## src/hw/rtl/ewmc_pkg.sv

```systemverilog
`default_nettype none

package ewmc_pkg;

  localparam int unsigned SampleW    = 32;
  localparam int unsigned AlphaFracW = 16;
  localparam int unsigned AlphaRegW  = 17;
  localparam int unsigned WordW      = 32;
  localparam int unsigned ProdW      = 2 * WordW;
  localparam int unsigned MomW       = 64;
  localparam int unsigned StepW      = 5;

  localparam logic [AlphaRegW-1:0] AlphaReset = AlphaRegW'(6242);
  localparam logic [AlphaFracW:0]  AlphaOne   = {1'b1, {AlphaFracW{1'b0}}};
  localparam logic [ProdW-1:0]     HalfLsb    = ProdW'(1) << (AlphaFracW - 1);
  localparam logic [MomW-1:0]      PosMax     = {1'b0, {(MomW-1){1'b1}}};
  localparam logic [MomW-1:0]      NegMax     = {1'b1, {(MomW-1){1'b0}}};

  typedef logic [StepW-1:0] step_t;

  localparam step_t LoadStep = StepW'(22);
  localparam step_t LastStep = StepW'(22);

  typedef struct packed {
    logic signed [31:0] x_sample;
    logic signed [31:0] y_sample;
    logic               start_series;
    logic               end_series;
  } in_word_t;

  typedef struct packed {
    logic        [62:0] var_x_out;
    logic signed [63:0] cov_xy_out;
    logic        [62:0] var_y_out;
    logic               is_final;
  } out_word_t;

  typedef enum logic [3:0] {
    MUL_NONE,
    MUL_A_AX,
    MUL_A_AY,
    MUL_AX_AX,
    MUL_AY_AY,
    MUL_AX_AY,
    MUL_A_PHI,
    MUL_A_OPLO,
    MUL_B_OPHI,
    MUL_B_OPLO
  } mul_sel_e;

  typedef enum logic {
    ACC_HOLD,
    ACC_LOAD_HI
  } acc_op_e;

  typedef enum logic [2:0] {
    OPL_NONE,
    OPL_PROD,
    OPL_SUM_VX,
    OPL_SUM_VY,
    OPL_SUM_COV
  } opl_e;

  typedef enum logic [2:0] {
    WB_NONE,
    WB_DEV,
    WB_MX,
    WB_MY,
    WB_VX,
    WB_VY,
    WB_COV,
    WB_LOAD
  } wb_e;

  typedef enum logic [1:0] {
    CTL_NEXT,
    CTL_JRESTART,
    CTL_DONE
  } ctl_e;

  typedef struct packed {
    mul_sel_e mul;
    acc_op_e  acc;
    opl_e     opl;
    wb_e      wb;
    ctl_e     ctl;
    step_t    target;
  } ctrl_t;

  // microprogram rom
  function automatic ctrl_t ucode(input step_t s);
    ctrl_t c;
    c = '{mul: MUL_NONE, acc: ACC_HOLD, opl: OPL_NONE, wb: WB_NONE,
          ctl: CTL_NEXT, target: LoadStep};
    case (s)
      StepW'(0): begin
        c.wb  = WB_DEV;
        c.ctl = CTL_JRESTART;
      end
      StepW'(1): begin
        c.mul = MUL_A_AX;
      end
      StepW'(2): begin
        c.mul = MUL_A_AY;
        c.wb  = WB_MX;
      end
      StepW'(3): begin
        c.mul = MUL_AX_AX;
        c.wb  = WB_MY;
      end
      // variance of x
      StepW'(4): begin
        c.mul = MUL_A_PHI;
        c.opl = OPL_PROD;
      end
      StepW'(5): begin
        c.mul = MUL_A_OPLO;
        c.acc = ACC_LOAD_HI;
      end
      StepW'(6): begin
        c.opl = OPL_SUM_VX;
      end
      StepW'(7): begin
        c.mul = MUL_B_OPHI;
      end
      StepW'(8): begin
        c.mul = MUL_B_OPLO;
        c.acc = ACC_LOAD_HI;
      end
      StepW'(9): begin
        c.mul = MUL_AY_AY;
        c.wb  = WB_VX;
      end
      // variance of y
      StepW'(10): begin
        c.mul = MUL_A_PHI;
        c.opl = OPL_PROD;
      end
      StepW'(11): begin
        c.mul = MUL_A_OPLO;
        c.acc = ACC_LOAD_HI;
      end
      StepW'(12): begin
        c.opl = OPL_SUM_VY;
      end
      StepW'(13): begin
        c.mul = MUL_B_OPHI;
      end
      StepW'(14): begin
        c.mul = MUL_B_OPLO;
        c.acc = ACC_LOAD_HI;
      end
      StepW'(15): begin
        c.mul = MUL_AX_AY;
        c.wb  = WB_VY;
      end
      // covariance
      StepW'(16): begin
        c.mul = MUL_A_PHI;
        c.opl = OPL_PROD;
      end
      StepW'(17): begin
        c.mul = MUL_A_OPLO;
        c.acc = ACC_LOAD_HI;
      end
      StepW'(18): begin
        c.opl = OPL_SUM_COV;
      end
      StepW'(19): begin
        c.mul = MUL_B_OPHI;
      end
      StepW'(20): begin
        c.mul = MUL_B_OPLO;
        c.acc = ACC_LOAD_HI;
      end
      StepW'(21): begin
        c.wb  = WB_COV;
        c.ctl = CTL_DONE;
      end
      StepW'(22): begin
        c.wb  = WB_LOAD;
        c.ctl = CTL_DONE;
      end
      default: begin
        c.ctl = CTL_DONE;
      end
    endcase
    return c;
  endfunction

endpackage

`default_nettype wire

```

## src/hw/rtl/ewmc_datapath.sv

```systemverilog
`default_nettype none

module ewmc_datapath (
  input  wire                 clk_i,
  input  wire                 rst_ni,
  input  wire                 go_i,
  input  ewmc_pkg::ctrl_t     ctrl_i,
  input  ewmc_pkg::in_word_t  item_i,
  input  wire [16:0]          alpha_i,
  output logic                restart_o,
  output ewmc_pkg::out_word_t res_o
);
  import ewmc_pkg::*;

  logic [SampleW-1:0] mx_q, my_q, mx_d, my_d;
  logic [SampleW:0]   dx_q, dy_q, dx_d, dy_d;
  logic [MomW-2:0]    vx_q, vy_q, vx_d, vy_d;
  logic [MomW-1:0]    cov_q, cov_d;
  logic [ProdW-1:0]   p_q, p_d;
  logic [MomW-1:0]    acc_q, op_q, op_d;
  logic               sgn_q, sgn_d;
  logic               primed_q, primed_d;

  logic [AlphaFracW:0] a_f, b_f;
  logic [WordW-1:0]    a_w, b_w, ml, mr;
  logic [SampleW:0]    ax_full, ay_full;
  logic [SampleW-1:0]  ax, ay;
  logic [ProdW-1:0]    rnd, hi_sh;
  logic [MomW-1:0]     acc_nx;
  logic [SampleW:0]    rnd_n;
  logic [MomW-2:0]     v_sel;
  logic [MomW:0]       v_sum;
  logic                cn, tn, sn;
  logic [MomW-1:0]     cm, sm;
  logic [MomW:0]       c_add, c_sub;

  assign a_f = (alpha_i > AlphaOne) ? AlphaOne : alpha_i;
  assign b_f = AlphaOne - a_f;
  assign a_w = {{(WordW-AlphaFracW-1){1'b0}}, a_f};
  assign b_w = {{(WordW-AlphaFracW-1){1'b0}}, b_f};

  assign ax_full = dx_q[SampleW] ? (~dx_q + 1'b1) : dx_q;
  assign ay_full = dy_q[SampleW] ? (~dy_q + 1'b1) : dy_q;
  assign ax      = ax_full[SampleW-1:0];
  assign ay      = ay_full[SampleW-1:0];

  always_comb begin
    ml = '0;
    mr = '0;
    case (ctrl_i.mul)
      MUL_A_AX: begin
        ml = a_w;
        mr = ax;
      end
      MUL_A_AY: begin
        ml = a_w;
        mr = ay;
      end
      MUL_AX_AX: begin
        ml = ax;
        mr = ax;
      end
      MUL_AY_AY: begin
        ml = ay;
        mr = ay;
      end
      MUL_AX_AY: begin
        ml = ax;
        mr = ay;
      end
      MUL_A_PHI: begin
        ml = a_w;
        mr = p_q[ProdW-1:WordW];
      end
      MUL_A_OPLO: begin
        ml = a_w;
        mr = op_q[WordW-1:0];
      end
      MUL_B_OPHI: begin
        ml = b_w;
        mr = op_q[MomW-1:WordW];
      end
      MUL_B_OPLO: begin
        ml = b_w;
        mr = op_q[WordW-1:0];
      end
      default: begin
        ml = '0;
        mr = '0;
      end
    endcase
  end

  assign p_d    = {{WordW{1'b0}}, ml} * {{WordW{1'b0}}, mr};
  assign rnd    = (p_q + HalfLsb) >> AlphaFracW;
  assign hi_sh  = p_q << (WordW - AlphaFracW);
  assign acc_nx = acc_q + rnd;
  assign rnd_n  = rnd[SampleW:0];

  // saturating variance sum
  assign v_sel = (ctrl_i.opl == OPL_SUM_VY) ? vy_q : vx_q;
  assign v_sum = {2'b00, v_sel} + {1'b0, acc_nx};

  // signed covariance sum on magnitudes
  assign cn    = cov_q[MomW-1];
  assign cm    = cn ? (~cov_q + 1'b1) : cov_q;
  assign tn    = dx_q[SampleW] ^ dy_q[SampleW];
  assign c_add = {1'b0, cm} + {1'b0, acc_nx};
  assign c_sub = {1'b0, cm} - {1'b0, acc_nx};

  always_comb begin
    if (cn == tn) begin
      sn = cn;
      sm = c_add[MomW] ? {MomW{1'b1}} : c_add[MomW-1:0];
    end else if (!c_sub[MomW]) begin
      sn = cn;
      sm = c_sub[MomW-1:0];
    end else begin
      sn = tn;
      sm = acc_nx - cm;
    end
  end

  always_comb begin
    op_d  = op_q;
    sgn_d = sgn_q;
    case (ctrl_i.opl)
      OPL_PROD: begin
        op_d = p_q;
      end
      OPL_SUM_VX, OPL_SUM_VY: begin
        op_d = (v_sum[MomW:MomW-1] != 2'b00) ? PosMax : v_sum[MomW-1:0];
      end
      OPL_SUM_COV: begin
        if (sn) begin
          op_d  = (sm > NegMax) ? NegMax : sm;
          sgn_d = (sm != '0);
        end else begin
          op_d  = (sm > PosMax) ? PosMax : sm;
          sgn_d = 1'b0;
        end
      end
      default: begin
        op_d = op_q;
      end
    endcase
  end

  always_comb begin
    mx_d     = mx_q;
    my_d     = my_q;
    dx_d     = dx_q;
    dy_d     = dy_q;
    vx_d     = vx_q;
    vy_d     = vy_q;
    cov_d    = cov_q;
    primed_d = primed_q;
    case (ctrl_i.wb)
      WB_DEV: begin
        dx_d = {item_i.x_sample[SampleW-1], item_i.x_sample} - {mx_q[SampleW-1], mx_q};
        dy_d = {item_i.y_sample[SampleW-1], item_i.y_sample} - {my_q[SampleW-1], my_q};
      end
      WB_MX: begin
        mx_d = dx_q[SampleW] ? (mx_q - rnd_n[SampleW-1:0]) : (mx_q + rnd_n[SampleW-1:0]);
      end
      WB_MY: begin
        my_d = dy_q[SampleW] ? (my_q - rnd_n[SampleW-1:0]) : (my_q + rnd_n[SampleW-1:0]);
      end
      WB_VX: begin
        vx_d = acc_nx[MomW-2:0];
      end
      WB_VY: begin
        vy_d = acc_nx[MomW-2:0];
      end
      WB_COV: begin
        cov_d = sgn_q ? (~acc_nx + 1'b1) : acc_nx;
      end
      WB_LOAD: begin
        mx_d     = item_i.x_sample;
        my_d     = item_i.y_sample;
        vx_d     = '0;
        vy_d     = '0;
        cov_d    = '0;
        primed_d = 1'b1;
      end
      default: begin
        mx_d = mx_q;
      end
    endcase
  end

  always_ff @(posedge clk_i or negedge rst_ni) begin
    if (!rst_ni) begin
      primed_q <= 1'b0;
    end else if (go_i) begin
      primed_q <= primed_d;
    end
  end

  always_ff @(posedge clk_i) begin
    if (go_i) begin
      if (ctrl_i.mul != MUL_NONE) begin
        p_q <= p_d;
      end
      if (ctrl_i.acc == ACC_LOAD_HI) begin
        acc_q <= hi_sh;
      end
      op_q  <= op_d;
      sgn_q <= sgn_d;
      mx_q  <= mx_d;
      my_q  <= my_d;
      dx_q  <= dx_d;
      dy_q  <= dy_d;
      vx_q  <= vx_d;
      vy_q  <= vy_d;
      cov_q <= cov_d;
    end
  end

  assign restart_o = item_i.start_series || !primed_q;

  assign res_o.var_x_out  = vx_d;
  assign res_o.cov_xy_out = cov_d;
  assign res_o.var_y_out  = vy_d;
  assign res_o.is_final   = item_i.end_series;

endmodule

`default_nettype wire

```

## config.mk

```make
export PLATFORM = sky130hd
export DESIGN_NAME = ewmc_datapath
export DESIGN_NICKNAME = d
export VERILOG_FILES = /design/src/hw/rtl/ewmc_pkg.sv /design/src/hw/rtl/ewmc_datapath.sv
export SDC_FILE = /design/constraint.sdc
export NUM_CORES = 2
export LEC_CHECK = 0
export ABC_AREA = 0
export BUFFER_PORTS_ARGS = -buffer_cell sky130_fd_sc_hd__buf_2
export CAP_MARGIN = 20
export CORE_ASPECT_RATIO = 1.75
export CORE_MARGIN = 1
export CORE_UTILIZATION = 30
export CTS_CLUSTER_DIAMETER = 80
export DETAILED_ROUTE_END_ITERATION = 16
export GPL_ROUTABILITY_DRIVEN = 0
export HOLD_SLACK_MARGIN = 0.12
export PLACE_DENSITY_LB_ADDON = 0.12
export SYNTH_ARGS = -nofsm -noshare
export SYNTH_HDL_FRONTEND = slang
export SYNTH_SLANG_ARGS = --single-unit
```

## constraint.sdc

```tcl
create_clock -name clk_i -period 33.8 [get_ports clk_i]
set_input_delay 1.69 -clock clk_i [delete_from_list [all_inputs] [get_ports clk_i]]
set_output_delay 1.69 -clock clk_i [all_outputs]
set_load 0.005 [all_outputs]
```

==> results.json <==
{
  "crit_arrival_ps": 15850,
  "synth_top_area_share_pct": 22.0,
  "drive_gt1_share_pct": 8.77,
  "cts_root_buffer": "clkbuf_16",
  "status": "finished, final reports clean",
  "viasPerCell": 5.43,
  "first_pass_iters": 8,
  "numCtsBuffers": 55,
  "slowest_delay_ps": 830,
  "synthFlopType": "edfxtp_1",
  "final_net_count": 11700,
  "tightest_slew_ps": 1290,
  "grt_start_max_net_pins": 120,
  "hold_violations": 0,
  "worstSetupPathType": "reg -> reg",
  "drv_slew": 0,
  "p_comb_share_pct": 78.4,
  "internal_power_mw": 3.40,
  "period_minus_slack_ps": 15380,
  "htree_levels": 2,
  "synth_most_common_cell": "inv_1",
  "dieArea_sq_mm": 0.277,
  "path_max_fanout": 52,
  "finalCritPeriodShare_pct": 45.5,
  "finalCoreUtilization_pct": 33.1,
  "gr-usage-all-layers_pct": 27.0,
  "die_y_um": 695,
  "cts.path.max_buffers": 3,
  "met3_usage_pct": 2.62,
  "routed_wl_um": 378000,
  "syn_area_per_cell_sq_um": 8.35,
  "netlist_instances": 9859,
  "ys_top_cells_by_count": "inv_1, nand2_1, nor2_1",
  "rsz0062_at_grt": "no",
  "num_vias": 73900,
  "ir_worst_vdd_uv": 60.8,
  "ys_warn_count": 0,
  "cts_setup_buffers": 0,
  "initial_core_util_pct": 30.1,
  "yosysSeqAreaShare_pct": 18.2,
  "crit_path_top_delay_cell": "or4_1",
  "cts_resized": 0,
  "pwr-share-clk_pct": 8.7,
  "ys_ff_latch": 498,
  "antenna_found_initial": 14,
  "synth.distinct_cells": 113,
  "top_usage_layer": "met2",
  "synthArstFlopShare_pct": 0.201,
  "tns_ps": 0,
  "grt_overflow": 0,
  "worst_hold_slack_ps": 467,
  "setup_viol": 0,
  "switching_share_pct": 57.9,
  "ys_top_cells_by_area": "fa_1, edfxtp_1, ha_1",
  "clk-insertion-delay-late_ps": 770,
  "hpwl_um": 311000,
  "final_cells": 13600,
  "io_pins": 296,
  "finClkSkew_ps": 98.0,
  "leakage_nw": 40.4,
  "cts.sinks": 498,
  "syn-cell-area_sq_mm": 0.0823,
  "synth_edf_count": 497,
  "cts_tree": "yes",
  "maxCapViolCount": 0,
  "fmaxAchievable_mhz": 65.0,
  "grt_pass1_wl_um": 539000,
  "avgRoutedWirePerCell_um": 27.8,
  "num_rows": 254,
  "required_ps": 34270,
  "p_switching_mw": 4.68,
  "grt.met2_usage_pct": 51.2,
  "slew_headroom_pct": 12.9,
  "postCtsHoldBufs": 0,
  "synth_largest_area_cell": "fa_1",
  "start_kind": "flop",
  "drt_iter0_drc": 5198,
  "area_growth_pct": 10.0,
  "route.detailed.drc": 0,
  "synthesis.nets": 11600,
  "numPlacedInstances": 13500,
  "final_antenna_net_count": 0,
  "io_buffers": 286,
  "power_mw": 8.08,
  "met1_usage_pct": 27.1,
  "cp-end-kind": "flop",
  "power_density_mw_per_mm2": 89.2,
  "fp.dieW_um": 398,
  "grt_pass1_vias": 76900,
  "clk_pin_slew_ps": 70,
  "pwr-share-seq_pct": 13.0,
  "coreArea_sq_mm": 0.273,
  "hp-class": "reg -> reg"
}
==> state kept, by name, summed over array words and instances (netlist names) <==
register  cells
p_q          64
vx_q         63
vy_q         63
primed_q      1
mx_q         32
my_q         32
dx_q         33
acc_q        48
op_q         64
cov_q        64
sgn_q         1
dy_q         33
==> cell usage in the layout, fill, tap and decap left out, types with 215 or more instances in the layout <==
master / Yosys / layout
o21ai_0: 566 / 561
nand2_1: 1330 / 1326
buf_4: 3 / 215
buf_2: 34 / 285
fa_1: 905 / 905
ha_1: 682 / 682
a21oi_1: 540 / 537
xnor2_1: 376 / 372
edfxtp_1: 497 / 497
inv_1: 1367 / 1367
nor2_1: 962 / 957
==> routing by layer <==
metal  routed length, um  part of all wire, %  vias to the layer above
met4               32600                  8.6                        4
met2              201000                   53                     2493
met5                  22               0.0058                        -
met3               16300                  4.3                      933
met1              128000                   34                    37200
li1                    -                    -                    33200
==> worst paths after layout <==
path	end	slack, ps	start	cells after the start
min in group asynchronous	primed_q$_DFFE_PN0P_	690	rst_ni	1
worst min register to register	primed_q$_DFFE_PN0P_	470	primed_q$_DFFE_PN0P_	1
worst max register to register	op_q[22]$_DFFE_PP_	18420	p_q[16]$_DFFE_PP_	40
max in group asynchronous	primed_q$_DFFE_PN0P_	33030	rst_ni	1
worst min-delay path	primed_q$_DFFE_PN0P_	470	primed_q$_DFFE_PN0P_	1
worst max-delay path	op_q[22]$_DFFE_PP_	18420	p_q[16]$_DFFE_PP_	40
==> final cells by class <==
class	count	area, sq um
sequential	498	14900
fill	29100	183000
inverter	1376	5160
antenna	12	30.0
multi-input combinational	7532	60800
clock buffer	61	1400
timing repair buffer	507	3170
clock inverter	39	574
tap	3584	4480
==> cells by family (layout without fill, tap and decap cells) <==
| family | count (synthesis) | in the layout | share of synthesized area, % |
|---|---|---|---|
| buffers and inverters | 1829 | 1983 | 8.50 |
| DFF | 498 | 498 | 18.2 |
| AOI/OAI and AO/OA | 2099 | 2099 | 16.8 |
| other | 0 | 12 | 0 |
| adders and majority gates | 1587 | 1587 | 32.4 |
| xor gates and xnor gates | 556 | 556 | 5.91 |
| and+or+nand+nor | 3196 | 3196 | 17.1 |
| muxes | 94 | 94 | 1.24 |
==> critical path: cells and delay by family (launching register included) <==
kind	cells	cell delay (ps)
multiplexers	1	580
AND/OR/NAND/NOR	18	6410
XOR/XNOR	2	1470
adder cells (fa/ha/maj)	3	1370
flip-flops	1	650
AO/OA/AOI/OAI	12	3540
buffers and inverters	4	930
==> per-stage QoR <==
stage          cell area, sq um  worst slack [ps]
2_1_floorplan             82300             21040
3_3_place_gp              88500             18260
3_5_place_dp              88500             18260
4_1_cts                   90500             18600
5_1_grt                   90500             18200
6_report                  90600             18420
==> power by group through the flow <==
stage,clock [mW],sequential [mW],combinational (mW)
final,0.699,1.05,6.33
after CTS,0.720,1.04,6.27
after floorplan,0,0.969,3.93
after detailed placement,0,1.05,6.20
after global placement,0,1.05,6.21
after global routing,0.731,1.05,6.83
Power figures use the tool's default switching activity.
